<file path="config.mk">
export PLATFORM = sky130hd
export DESIGN_NAME = url_percent_entity_decoder_top
export DESIGN_NICKNAME = d
export VERILOG_FILES = /design/src/upe_pkg.sv /design/src/url_percent_entity_decoder_top.sv /design/src/upe_front.sv /design/src/upe_queue.sv /design/src/upe_back.sv
export SDC_FILE = /design/constraint.sdc
export NUM_CORES = 1
export LEC_CHECK = 0
export BUFFER_PORTS_ARGS = -buffer_cell sky130_fd_sc_hd__buf_2
export CAP_MARGIN = 20
export CORE_MARGIN = 5
export CORE_UTILIZATION = 55
export DETAILED_ROUTE_END_ITERATION = 6
export PLACE_DENSITY = 0.67
export SETUP_SLACK_MARGIN = 0.2
export SKIP_LAST_GASP = 1
export SYNTH_ARGS = -nofsm -noshare
export SYNTH_HDL_FRONTEND = slang
export SYNTH_SLANG_ARGS = --single-unit
</file>
<file path="constraint.sdc">
create_clock -name clk -period 8.8 [get_ports clk]
set_input_delay 0 -clock clk [delete_from_list [all_inputs] [get_ports clk]]
set_output_delay 0 -clock clk [all_outputs]
set_load 0.05 [all_outputs]
</file>
<file path="src/upe_pkg.sv">
// Shared types, character constants and helper functions for the URL percent and
// entity decoder. No dependencies; every other file but upe_checker imports it.
package upe_pkg;

	// Character codes the decoder recognizes or produces
	localparam logic [7:0] CH_NUL   = 8'h00;
	localparam logic [7:0] CH_SPACE = 8'h20;
	localparam logic [7:0] CH_PLUS  = 8'h2B;
	localparam logic [7:0] CH_PCT   = 8'h25;
	localparam logic [7:0] CH_AMP   = 8'h26;
	localparam logic [7:0] CH_SEMI  = 8'h3B;
	localparam logic [7:0] CH_L     = 8'h4C;
	localparam logic [7:0] CH_G     = 8'h47;
	localparam logic [7:0] CH_T     = 8'h54;
	localparam logic [7:0] CH_LT    = 8'h3C;
	localparam logic [7:0] CH_GT    = 8'h3E;

	// Most results one input character can cause, and the queue depth
	localparam int unsigned MAX_RES = 4;
	localparam int unsigned Q_DEPTH = 4;

	// One queue entry: every result byte caused by one input character
	typedef struct packed {
		logic [MAX_RES-1:0][7:0] bytes;
		logic [2:0]              cnt;
		logic                    last;
	} entry_t;

	// Fold lower-case ASCII letters onto upper case
	function automatic logic [7:0] upper_ascii(input logic [7:0] c);
		if (c >= 8'h61 && c <= 8'h7A) begin
			return c - 8'd32;
		end
		return c;
	endfunction

	// Hex digit value; anything that is not a hex digit counts as zero
	function automatic logic [3:0] hex_value(input logic [7:0] c);
		logic [7:0] d;
		d = 8'h00;
		if (c >= 8'h30 && c <= 8'h39) begin
			d = c - 8'h30;
		end else if (c >= 8'h41 && c <= 8'h46) begin
			d = c - 8'h37;
		end else if (c >= 8'h61 && c <= 8'h66) begin
			d = c - 8'h57;
		end
		return d[3:0];
	endfunction

	// Append one byte to an entry; bytes beyond the capacity are dropped
	function automatic entry_t add_byte(input entry_t e, input logic [7:0] b);
		entry_t r;
		r = e;
		if (e.cnt < 3'(MAX_RES)) begin
			r.bytes[e.cnt[1:0]] = b;
			r.cnt = e.cnt + 3'd1;
		end
		return r;
	endfunction

endpackage

</file>
<file path="src/url_percent_entity_decoder_top.sv">
// Channel  Dir  tdata          tuser        tlast
// s_axis   in   in_char[7:0]   -            in_last
// m_axis   out  out_byte[7:0]  data_valid   out_last
//
// One input character is accepted per cycle while the queue is not full; each
// yields zero to four results, and results leave at one per cycle through the
// output register while m_tready is high. The queue of four entries lets input
// keep flowing while the output side stalls or drains a long entry.
// Reset (arst_n low) clears the parser, queue pointers and output valid flag.
// Top level: instantiates upe_front, upe_queue and upe_back; depends on upe_pkg.
module url_percent_entity_decoder_top (
	input  logic       clk,
	input  logic       arst_n,
	input  logic       s_tvalid,
	output logic       s_tready,
	input  logic [7:0] s_tdata,   // [7:0] in_char
	input  logic       s_tlast,
	output logic       m_tvalid,
	input  logic       m_tready,
	output logic [7:0] m_tdata,   // [7:0] out_byte
	output logic       m_tuser,   // [0] data_valid
	output logic       m_tlast
);
	import upe_pkg::*;

	logic   push, pop, full, empty;
	entry_t push_entry, head;

	upe_front u_front (
		.clk        (clk),
		.arst_n     (arst_n),
		.in_valid   (s_tvalid),
		.in_char    (s_tdata),
		.in_last    (s_tlast),
		.q_full     (full),
		.in_ready   (s_tready),
		.push       (push),
		.push_entry (push_entry)
	);

	upe_queue u_queue (
		.clk        (clk),
		.arst_n     (arst_n),
		.push       (push),
		.push_entry (push_entry),
		.pop        (pop),
		.full       (full),
		.empty      (empty),
		.head       (head)
	);

	upe_back u_back (
		.clk        (clk),
		.arst_n     (arst_n),
		.empty      (empty),
		.head       (head),
		.pop        (pop),
		.out_ready  (m_tready),
		.out_valid  (m_tvalid),
		.out_byte   (m_tdata),
		.data_valid (m_tuser),
		.out_last   (m_tlast)
	);

endmodule

</file>
<file path="src/upe_front.sv">
// Front end: accepts characters, runs the percent and entity parser and builds
// an entry for each character with results or a string end. Depends on upe_pkg.
module upe_front (
	input  logic          clk,
	input  logic          arst_n,
	input  logic          in_valid,
	input  logic [7:0]    in_char,
	input  logic          in_last,
	input  logic          q_full,
	output logic          in_ready,
	output logic          push,
	output upe_pkg::entry_t push_entry
);
	import upe_pkg::*;

	localparam logic [2:0] MODE_NORMAL = 3'd0;
	localparam logic [2:0] MODE_PCT1   = 3'd1;
	localparam logic [2:0] MODE_PCT2   = 3'd2;
	localparam logic [2:0] MODE_AMP1   = 3'd3;
	localparam logic [2:0] MODE_AMP2   = 3'd4;
	localparam logic [2:0] MODE_AMP3   = 3'd5;

	logic [2:0] mode_q, mode_n;
	logic [3:0] nib_q, nib_n;
	logic [7:0] h1_q, h1_n;
	logic [7:0] h2_q, h2_n;
	logic       stop_q, stop_n;
	entry_t     ent;
	logic       accept;

	assign in_ready = !q_full;
	assign accept   = in_valid && in_ready;

	// Next parser state and the result bytes of the current character
	always_comb begin
		logic       fresh;
		logic [7:0] v;
		fresh  = 1'b0;
		v      = 8'h00;
		mode_n = mode_q;
		nib_n  = nib_q;
		h1_n   = h1_q;
		h2_n   = h2_q;
		stop_n = stop_q;
		ent    = '0;

		if (!stop_q) begin
			case (mode_q)
				MODE_PCT1: begin
					if (in_char == CH_PCT) begin
						ent    = add_byte(ent, CH_PCT);
						mode_n = MODE_NORMAL;
					end else if (in_char == CH_NUL) begin
						stop_n = 1'b1;
						mode_n = MODE_NORMAL;
					end else begin
						nib_n  = hex_value(in_char);
						mode_n = MODE_PCT2;
					end
				end
				MODE_PCT2: begin
					mode_n = MODE_NORMAL;
					v      = {nib_q, hex_value(in_char)};
					if (in_char == CH_NUL || v == CH_NUL) begin
						stop_n = 1'b1;
					end else begin
						ent = add_byte(ent, v);
					end
				end
				MODE_AMP1: begin
					if (upper_ascii(in_char) == CH_L || upper_ascii(in_char) == CH_G) begin
						h1_n   = in_char;
						mode_n = MODE_AMP2;
					end else begin
						ent   = add_byte(ent, CH_AMP);
						fresh = 1'b1;
					end
				end
				MODE_AMP2: begin
					if (upper_ascii(in_char) == CH_T) begin
						h2_n   = in_char;
						mode_n = MODE_AMP3;
					end else begin
						ent   = add_byte(ent, CH_AMP);
						ent   = add_byte(ent, h1_q);
						fresh = 1'b1;
					end
				end
				MODE_AMP3: begin
					if (in_char == CH_SEMI) begin
						ent    = add_byte(ent, (upper_ascii(h1_q) == CH_L) ? CH_LT : CH_GT);
						mode_n = MODE_NORMAL;
					end else begin
						ent   = add_byte(ent, CH_AMP);
						ent   = add_byte(ent, h1_q);
						ent   = add_byte(ent, h2_q);
						fresh = 1'b1;
					end
				end
				default: begin
					fresh = 1'b1;
				end
			endcase
		end

		// Handle the character as if no escape or entity were open
		if (fresh) begin
			mode_n = MODE_NORMAL;
			if (in_char == CH_NUL) begin
				stop_n = 1'b1;
			end else if (in_char == CH_PLUS) begin
				ent = add_byte(ent, CH_SPACE);
			end else if (in_char == CH_PCT) begin
				mode_n = MODE_PCT1;
			end else if (in_char == CH_AMP) begin
				mode_n = MODE_AMP1;
			end else begin
				ent = add_byte(ent, in_char);
			end
		end

		// End of string: flush an open entity and start afresh
		if (in_last) begin
			if (!stop_n) begin
				case (mode_n)
					MODE_AMP1: begin
						ent = add_byte(ent, CH_AMP);
					end
					MODE_AMP2: begin
						ent = add_byte(ent, CH_AMP);
						ent = add_byte(ent, h1_n);
					end
					MODE_AMP3: begin
						ent = add_byte(ent, CH_AMP);
						ent = add_byte(ent, h1_n);
						ent = add_byte(ent, h2_n);
					end
					default: begin
						ent = ent;
					end
				endcase
			end
			ent.last = 1'b1;
			mode_n   = MODE_NORMAL;
			nib_n    = 4'h0;
			h1_n     = 8'h00;
			h2_n     = 8'h00;
			stop_n   = 1'b0;
		end
	end

	// A character that yields nothing and does not end the string needs no entry
	assign push       = accept && (ent.cnt != 3'd0 || in_last);
	assign push_entry = ent;

	// Parser state registers
	always_ff @(posedge clk or negedge arst_n) begin
		if (!arst_n) begin
			mode_q <= MODE_NORMAL;
			nib_q  <= 4'h0;
			h1_q   <= 8'h00;
			h2_q   <= 8'h00;
			stop_q <= 1'b0;
		end else if (accept) begin
			mode_q <= mode_n;
			nib_q  <= nib_n;
			h1_q   <= h1_n;
			h2_q   <= h2_n;
			stop_q <= stop_n;
		end
	end

endmodule

</file>
<file path="src/upe_queue.sv">
// Short queue of result entries between the front end and the back end.
// Depends on upe_pkg for the entry type and depth.
module upe_queue (
	input  logic            clk,
	input  logic            arst_n,
	input  logic            push,
	input  upe_pkg::entry_t push_entry,
	input  logic            pop,
	output logic            full,
	output logic            empty,
	output upe_pkg::entry_t head
);
	import upe_pkg::*;

	localparam int unsigned PW = $clog2(Q_DEPTH);

	entry_t          mem_q [Q_DEPTH];
	logic [PW-1:0]   wr_q, rd_q;
	logic [PW:0]     cnt_q;
	logic            do_push, do_pop;

	assign full    = (cnt_q == (PW+1)'(Q_DEPTH));
	assign empty   = (cnt_q == '0);
	assign do_push = push && !full;
	assign do_pop  = pop && !empty;
	assign head    = mem_q[rd_q];

	// Entry storage
	always_ff @(posedge clk) begin
		if (do_push) begin
			mem_q[wr_q] <= push_entry;
		end
	end

	// Pointers and fill count
	always_ff @(posedge clk or negedge arst_n) begin
		if (!arst_n) begin
			wr_q  <= '0;
			rd_q  <= '0;
			cnt_q <= '0;
		end else begin
			if (do_push) begin
				wr_q <= wr_q + PW'(1);
			end
			if (do_pop) begin
				rd_q <= rd_q + PW'(1);
			end
			if (do_push && !do_pop) begin
				cnt_q <= cnt_q + (PW+1)'(1);
			end else if (do_pop && !do_push) begin
				cnt_q <= cnt_q - (PW+1)'(1);
			end
		end
	end

endmodule

</file>
<file path="src/upe_back.sv">
// Back end: walks the bytes of the head queue entry into an output register, one
// result per cycle while not stalled. Depends on upe_pkg for the entry type.
module upe_back (
	input  logic            clk,
	input  logic            arst_n,
	input  logic            empty,
	input  upe_pkg::entry_t head,
	output logic            pop,
	input  logic            out_ready,
	output logic            out_valid,
	output logic [7:0]      out_byte,
	output logic            data_valid,
	output logic            out_last
);
	import upe_pkg::*;

	logic [1:0] idx_q;
	logic       load;
	logic       final_byte;

	// The output register takes a new result whenever it is empty or being taken
	assign load       = !out_valid || out_ready;
	assign final_byte = (head.cnt == 3'd0) || ({1'b0, idx_q} == head.cnt - 3'd1);
	assign pop        = load && !empty && final_byte;

	// Byte index within the head entry
	always_ff @(posedge clk or negedge arst_n) begin
		if (!arst_n) begin
			idx_q <= 2'd0;
		end else if (load && !empty) begin
			idx_q <= final_byte ? 2'd0 : idx_q + 2'd1;
		end
	end

	// Output register valid flag
	always_ff @(posedge clk or negedge arst_n) begin
		if (!arst_n) begin
			out_valid <= 1'b0;
		end else if (load) begin
			out_valid <= !empty;
		end
	end

	// Output register payload
	always_ff @(posedge clk) begin
		if (load && !empty) begin
			out_byte   <= head.bytes[idx_q];
			data_valid <= (head.cnt != 3'd0);
			out_last   <= head.last && final_byte;
		end
	end

endmodule

</file>
* After elaboration in Yosys (flattened, before gate mapping)
Memory sizes are Yosys's and may differ from the RTL's.
Cells that the tools add are included.
** Word-level totals
- Flip-flop bits (word level) :: 44
- Bits in writable memories :: 144
- Input bits :: 13
- Output and inout port bits :: 12
- Word-level logic and storage cells :: 274
- Memories :: 1
** Operators by class
- Add/sub/neg operators :: 19
- Order comparisons :: 34
- Eq/ne operators :: 21
- Muxes and demuxes :: 138
- Bitwise logic cells :: 6
- Reduce and logical (&&, ||, !) cells :: 42
** Memories
- u_queue.mem_q :: depth 4, bits a word 36, read ports 1, clocked after Yosys merged registers in 0, wr ports 1, RTL line upe_queue.sv:17 : entry_t mem_q [Q_DEPTH];
** Operators with widths (count)
- $mux 35 :: 21
- $mux 36 :: 10
- $mux 8 :: 29
- $bwmux 32 :: 7
- $pmux 36 s5 :: 1
- $demux 8 s2 :: 8
- $pmux 36 s3 :: 1
- $mux 11 :: 6
- $mux 4 :: 10
- $mux 3 :: 12
- $eq 8x6->1 const B :: 4
- $eq 8x7->1 const B :: 4
- $le 8x7->1 const B :: 4
- $and 28x28->28 :: 1
- $not 28->28 :: 1
- $add 3x1->3 const B :: 9
- $lt 2x3->1 const B :: 9
- $ge 8x7->1 const B :: 3
- $lt 3x3->1 const B :: 8
- $logic_and 1x1->1 :: 22
- $mux 1 :: 22
- $and 20x20->20 :: 1
- $mux 10 :: 2
- $not 20->20 :: 1
- other kinds (29) :: 64

* Depth between registers and ports, before layout
Gate-level depths: netlist (run 1).
- Depth in word-level cells :: 69
- Gate-level depth with buffers :: 26
- Depth with buffers taken out :: 24

* Hierarchy
From an unflattened synthesis (run 1), not the netlist that was laid out.
** Unflattened totals
- Cells, all modules :: 832
- Area total of the unflattened synthesis :: 10393.7 µm²
** Modules (own cells, without submodules)
- upe_queue :: instances 1, cells an instance 224, area each 5635.4 µm², seq. area each 4499.3 µm²
- upe_front :: instances 1, cells an instance 560, area each 4008.8 µm², seq. area each 600.6 µm²
- upe_back :: instances 1, cells an instance 48, area each 749.5 µm², seq. area each 375.4 µm²

* Least setup slack after synthesis (run 1)
Ideal clock, no wire load.
- Path type :: input-to-reg
- From :: in s_tdata[1]
- To :: mem u_queue.mem_q[0][17] (netlist name), data pin
- Setup time :: 271 ps
- Arrival time :: 5138 ps
- Required time :: 8529 ps
- Path slack :: 3391 ps
- Stages on the path :: 25
- Buffers on the path :: 2
- Cells stage by stage :: clkbuf_1 inv_1 ha_1 nor3b_1 or3_1 nand4_1 nor2b_1 buf_2 a21oi_2 inv_1 ha_1 and3_1 nor4_2 ha_1 a21oi_1 ha_1 o31a_1 inv_1 ha_1 inv_1 a2111oi_4 and2_1 mux2i_1 a221oi_1 nor2_1
** RTL lines
- start, declared :: RTL line url_percent_entity_decoder_top.sv:16 : input logic [7:0] s_tdata,
- end, declared :: RTL line upe_queue.sv:17

==> results.json, run 1 <==
{
  "firstDrtPassIters": 6,
  "r2r_end": "u_queue.mem_q[3][17]",
  "pre_cts_slack_ns": 2.52,
  "p_seq_share_pct": 32.9,
  "grt_use_total_pct": 30.2,
  "fin_nets": 903,
  "p_comb_share_pct": 48.1,
  "die_area_um2": 21800,
  "synth_top_area_cell": "edfxtp_1",
  "leakage_nw": 4.07,
  "synth_edf_count": 154,
  "place_hpwl_mm": 22.4,
  "ys.flop_type": "edfxtp_1",
  "vias_per_cell": 7.09,
  "cts_sinks": 188,
  "clkPwrFrac_pct": 19.0,
  "worst-slew-pin-transition_ns": 1.15,
  "cp_max_fo": 14,
  "synthDominantCellAreaShare_pct": 44.4,
  "grt_pass1_wl_mm": 48.6,
  "yosysMostFrequentCell": "edfxtp_1",
  "cts_root_buf": "clkbuf_16",
  "row_count": 50,
  "postCtsSetupBuffers": 0,
  "drcViolationCount": 0,
  "yosysSeqAreaShare_pct": 52.5,
  "finalHoldViolations": 0,
  "ant_nets": 0,
  "timing.final.ws_setup_ns": 2.35,
  "gp_congestion": 1.01,
  "cts_htree_levels": 4,
  "path_depth": 21,
  "drv_cap": 0,
  "rsz0062_at_grt": "no",
  "critPathCaptureType": "flip-flop",
  "synth_area_um2": 10400,
  "setup_tns_ns": 0,
  "async_flop_share_pct": 18.1,
  "routedWlPerCell_um": 29.4,
  "grt_start_max_net_pins": 39,
  "ys_seq_elements": 188,
  "vdd_drop_max_uv": 265,
  "antenna_cells": 0,
  "ys_top_cells_by_count": "edfxtp_1, nand2_1, o21ai_0",
  "crit_type": "reg2reg",
  "max_slew_margin_pct": 23.1,
  "vias": 7815,
  "cts_tree": "yes",
  "core_area_um2": 18700,
  "placed_cell_area_um2": 10700,
  "startpoint": "u_front.mode_q[2]",
  "gr-total-overflow": 0,
  "start_util_pct": 55.7,
  "ff2ff_setup_slack_ns": 2.35,
  "cp_top_family": "simple AND/OR/NAND/NOR gates",
  "worstPathCellList": "mux2_2, nor2_1, nand3_1, nor2b_1, a21oi_2, inv_1, ha_1, and3_1, nor4_2, ha_1, a21oi_1, ha_1, o31a_1, inv_1, ha_1, inv_1, a2111oi_4, and2_1, mux2i_1, a221oi_1, nor2_1",
  "numCtsBuffers": 17,
  "netlist_instances": 843,
  "ys_warn_count": 0,
  "fmax_mhz": 155,
  "drive_gt1_share_pct": 17.7,
  "timing.rr.start": "u_front.mode_q[2]",
  "finClkSkew_ns": 0.0102,
  "fp.dieW_um": 148,
  "antenna_found_initial": 0,
  "syn2layout_area_growth_pct": 9.37,
  "critPathBufInv": 3,
  "p_per_area_nw_per_um2": 370,
  "io_pins": 25,
  "cp_slowest_cell": "dfrtp_1",
  "worstPathRequired_ns": 9.04,
  "crit_arrival_ns": 6.68,
  "min_path_type": "in2reg",
  "finalPower_mw": 4.22,
  "status": "complete, no violations",
  "cts_buffer_depth": 2,
  "ys_types": 97,
  "synth_area_leaders": "edfxtp_1, mux4_2, dfrtp_1",
  "utilization_pct": 61.0,
  "switching_power_mw": 1.81,
  "p_int_mw": 2.42,
  "clock_latency_ns": 0.43,
  "portBuffers": 24,
  "design_area_um2": 11400,
  "grt_pass1_vias": 7691,
  "die_h_um": 148,
  "cp-endpoint": "u_queue.mem_q[3][17]",
  "syn_avg_cell_area_um2": 12.4,
  "cp_slowest_stage_delay_ns": 0.62,
  "reg2regPathDepth": 21,
  "period_minus_slack_ns": 6.45,
  "wirelength_mm": 32.4,
  "finalCritPeriodShare_pct": 73.3,
  "cp_common_cell": "ha_1",
  "path_clk_slew_ns": 0.08,
  "cp-start-kind": "flip-flop",
  "syn-num-nets": 890,
  "switching_share_pct": 42.8,
  "setup_viol": 0,
  "finalMaxSlewViolations": 0,
  "drtIter0Drc": 983
}
-- registers in the layout, summed over array words and instances (netlist names), 2 cells and up --
| name | flops |
|---|---|
| u_front.mode_q | 3 |
| u_queue.wr_q | 2 |
| u_back.out_byte | 8 |
| u_queue.cnt_q | 3 |
| u_queue.rd_q | 2 |
| u_front.h1_q | 8 |
| u_front.h2_q | 8 |
| u_back.idx_q | 2 |
| u_front.nib_q | 4 |
| u_queue.mem_q | 144 |
-- metrics by stage --
stage / std cells / hold slack (ns)
2_1_floorplan: 843 / -0.296
3_3_place_gp: 1068 / 0.132
3_5_place_dp: 1068 / 0.164
4_1_cts: 1103 / 0.0393
5_1_grt: 1103 / 0.130
6_report: 1103 / 0.0626
-- power by group through the flow --
stage	sequential, mW	combinational (mW)	clock (mW)
2_1_floorplan	1.43	1.36	0
4_1_cts	1.39	2.00	0.811
5_1_grt	1.40	2.16	0.860
6_report	1.39	2.03	0.803
3_3_place_gp	1.38	1.93	0
3_5_place_dp	1.40	1.98	0
-- layout by cell type (no fill, tap or decap), drive strengths merged, types with 17 or more instances in the layout --
cell type and count:
a21oi 33, buf 34, clkbuf 17, dfrtp 34, edfxtp 154, ha 33
inv 45, mux4 44, nand2 56, nand3 24, nor2 54, nor3 17
o21ai 61, o22ai 20
-- per-layer routing --
metal	vias up	global-route usage [%]	routed length, um
met5	-	0	0
li1	3309	-	-
met3	92	5.18	2710
met2	484	48.9	15500
met4	0	12.1	1450
met1	3930	41.0	12800
-- final cells by class --
class,count,area [um^2]
flip-flops and latches,188,5480
multi-input cells,574,4640
clock buffers,17,425
well taps,234,293
fillers,1449,7300
inverters,38,143
clock inverters,15,201
repair buffers,37,225
-- worst reg2reg max path: cells and delay by family, from the launching register on --
| family | cells | cell delay [ns] |
|---|---|---|
| compound gates | 5 | 1.25 |
| fa+ha+maj | 4 | 1.07 |
| buf+inv | 3 | 0.32 |
| flops | 1 | 0.62 |
| mux | 2 | 0.70 |
| simple gates | 7 | 2.31 |
-- worst min path at each step --
stage | startpoint | end | slack [ns] | depth (start not counted)
6_report | s_tdata[0] | u_front.h1_q[0] | 0.06 | 3
5_1_grt | s_tdata[0] | u_front.h1_q[0] | 0.13 | 3
4_1_cts | s_tdata[0] | u_front.h1_q[0] | 0.04 | 3
3_5_place_dp | arst_n | u_queue.wr_q[0] | 0.16 | 1
3_3_place_gp | arst_n | u_queue.wr_q[0] | 0.13 | 1
2_1_floorplan | arst_n | u_back.idx_q[0] | -0.30 | 0
-- what timing repair did --
item,4_1_cts,5_1_grt
hold buffers,3,0
setup endpoints to repair,0,0
hold endpoints to repair,39,0
resized for setup,0,0
-- kinds of logic after synthesis --
| logic type | synth area share (%) |
|---|---|
| and+or+nand+nor | 12.6 |
| AOI/OAI and AO/OA | 15.5 |
| DFF | 52.5 |
| buffers and inverters | 3.28 |
| muxes | 10.9 |
| adders and majority gates | 4.15 |
| xor gates and xnor gates | 1.01 |
No activity file was read; power rests on OpenSTA's default activity.
==> inputs of run 2 (changes only) <==
Settings changed: PLACE_DENSITY 0.67 to 0.7.
Clock period 8.8 ns to 5.55 ns, I/O delays scaled along.
==> run 2 against run 1 <==
  * The run now ends with design-rule violations left
  * Critical path type unchanged
  * Largest cell class unchanged
  * Sequential cell count is the same
  * Setup slack lost 1.9 ns
  * Clock-buffer cell count grew 10
  * First-iteration DRC count shrank 12%
  * Utilization grew 1.7 points
  * Final cell count grew 3.3%
  * Register-to-register slack lost 1.9 ns
  * Clock power grew 53%
  * Maximum frequency grew 26%
==> results.json, run 2 (synthesis gave the netlist of run 1 again) <==
{
  "status": "complete, but fails checks",
  "violations": "design-rule violations",
  "cts_tree": "yes",
  "firstDrtPassIters": 7,
  "r2r_end": "u_queue.mem_q[0][29]",
  "cts_sinks": 188,
  "worstPathCellList": "or4_1, nor2_1, nand4_1, nor2b_1, a21oi_2, inv_1, ha_1, and3_1, nor4_4, ha_1, a21oi_2, ha_1, o31a_1, ha_1, nand3_1, nor2_1, o31ai_1, nand3_1",
  "routedWlPerCell_um": 28.6,
  "antenna_cells": 0,
  "p_seq_share_pct": 31.8,
  "cts_htree_levels": 4,
  "start_util_pct": 55.7,
  "top_register": "u_queue.mem_q",
  "portBuffers": 24,
  "final_cell_mix": "edfxtp_1, nand2_1, o21ai_0",
  "largest_reg_flops": 144,
  "pre_cts_slack_ns": 0.119,
  "grt_pass1_vias": 7743,
  "regArea_um2": 5480,
  "drv_cap": 0,
  "crit_type": "reg2reg",
  "drcViolationCount": 3,
  "clkPwrFrac_pct": 17.7,
  "critPathBufInv": 1,
  "finalMaxSlewViolations": 0,
  "finalCritPeriodShare_pct": 91.9,
  "cp_slowest_cell": "or4_1",
  "utilization_pct": 62.7,
  "gp_congestion": 1.03,
  "die_h_um": 148,
  "period_minus_slack_ns": 5.10,
  "p_comb_share_pct": 50.5,
  "numCtsBuffers": 17,
  "finalPower_mw": 6.95,
  "p_int_mw": 4.05,
  "switching_power_mw": 2.90,
  "critPathCaptureType": "flip-flop",
  "drive_gt1_share_pct": 21.9,
  "cts_root_buf": "clkbuf_16",
  "holdWs_ns": 0.154,
  "finalHoldViolations": 0,
  "max_slew_margin_pct": 32.1,
  "fp.dieW_um": 148,
  "reg2regPathDepth": 18,
  "p_per_area_nw_per_um2": 592,
  "final_common_cell": "edfxtp_1",
  "worstPathRequired_ns": 5.64,
  "worst-slew-pin-transition_ns": 1.01,
  "die_area_um2": 21800,
  "drtIter0Drc": 868,
  "placed_cell_area_um2": 11000,
  "setup_viol": 0,
  "fillCellCount": 1403,
  "place_inst": 1103,
  "ff2ff_setup_slack_ns": 0.45,
  "cp_common_cell": "ha_1",
  "hold_end": "u_front.h1_q[0]",
  "hp-start": "s_tdata[0]",
  "row_count": 50,
  "antenna_found_initial": 0,
  "vias_per_cell": 6.92,
  "cp-start-kind": "flip-flop",
  "gr-total-overflow": 0,
  "timing.rr.start": "u_front.nib_q[0]",
  "clock_latency_ns": 0.42,
  "leakage_nw": 4.26,
  "syn2layout_area_growth_pct": 12.5,
  "timing.final.ws_setup_ns": 0.451,
  "vdd_drop_max_uv": 631,
  "whs_path_depth": 4,
  "fin_nets": 939,
  "place_hpwl_mm": 23.4,
  "cp_top_family": "simple AND/OR/NAND/NOR gates",
  "core_area_um2": 18700,
  "vias": 7883,
  "finClkSkew_ns": 0.00763,
  "path_clk_slew_ns": 0.07,
  "switching_share_pct": 41.7,
  "rsz0062_at_grt": "no",
  "cts_buffer_depth": 2,
  "cp_max_fo": 6,
  "design_area_um2": 11700,
  "min_path_type": "in2reg",
  "setup_tns_ns": 0,
  "stdcell_count": 1139,
  "ant_nets": 0,
  "wirelength_mm": 32.6,
  "grt_use_total_pct": 30.6,
  "multiInputGateArea_um2": 4690,
  "crit_arrival_ns": 5.18,
  "io_pins": 25,
  "fmax_mhz": 196,
  "grt_pass1_wl_mm": 49.5,
  "grt_start_max_net_pins": 38,
  "cp_slowest_stage_delay_ns": 0.53
}
## run 2: cell types whose count changed in the layout (fill, tap and decap cells not counted), sizes merged
cell      before  now
clkinv         5    3
buf           34   70
clkbuf        17   27
bufinv         2    0
clkinvlp       1    0
inv           45   40
## run 2: worst max-delay path by stage
stage	slack (ns)	from	to	cells past startpoint
floorplan	0.25	s_tdata[1]	u_queue.mem_q[0][17]	25
global placement	0.25	s_tdata[1]	u_queue.mem_q[0][13]	25
detailed placement	0.12	s_tdata[1]	u_queue.mem_q[1][13]	25
CTS	0.31	u_front.nib_q[0]	u_queue.mem_q[2][13]	22
global route	0.21	u_front.nib_q[1]	u_queue.mem_q[1][17]	21
finish	0.45	u_front.nib_q[0]	u_queue.mem_q[0][29]	18
## run 2: cell type report
type,count,share of cell area [%]
timing repair buffer,73,4.23
clock inverter,5,0.309
inverter,38,1.22
clock buffer,27,5.02
tap,234,2.50
sequential,188,46.7
multi-input combinational,574,40.0
## run 2: repair_timing
item / in CTS / in global routing
hold endpoints to repair: 39 / 0
endpoints found under the setup margin: 0 / 60
setup buffers: 0 / 1
resized for setup: 0 / 10
hold buffers: 3 / 0
## run 2: worst min-delay path: cells and delay by family
family | cells | cell delay, ns
AO/OA/AOI/OAI | 2 | 0.24
buffers and inverters | 2 | 0.28
## run 2: layer usage
| layer | GRT usage [%] | part of all wire (%) | routed length [um] | vias to the layer above |
|---|---|---|---|---|
| met5 | 0 | 0 | 0 | - |
| met4 | 12.6 | 3.8 | 1240 | 0 |
| met3 | 4.78 | 7.0 | 2300 | 82 |
| met2 | 49.5 | 49 | 16000 | 433 |
| met1 | 41.7 | 40 | 13100 | 3989 |
| li1 | - | - | - | 3379 |
## run 2: power groups by stage
stage | clock, mW | combinational [mW] | sequential (mW)
after floorplan | 0 | 2.15 | 2.27
after global placement | 0 | 3.34 | 2.19
after detailed placement | 0 | 3.39 | 2.22
after CTS | 1.24 | 3.41 | 2.21
after global routing | 1.31 | 3.72 | 2.24
final | 1.23 | 3.51 | 2.21
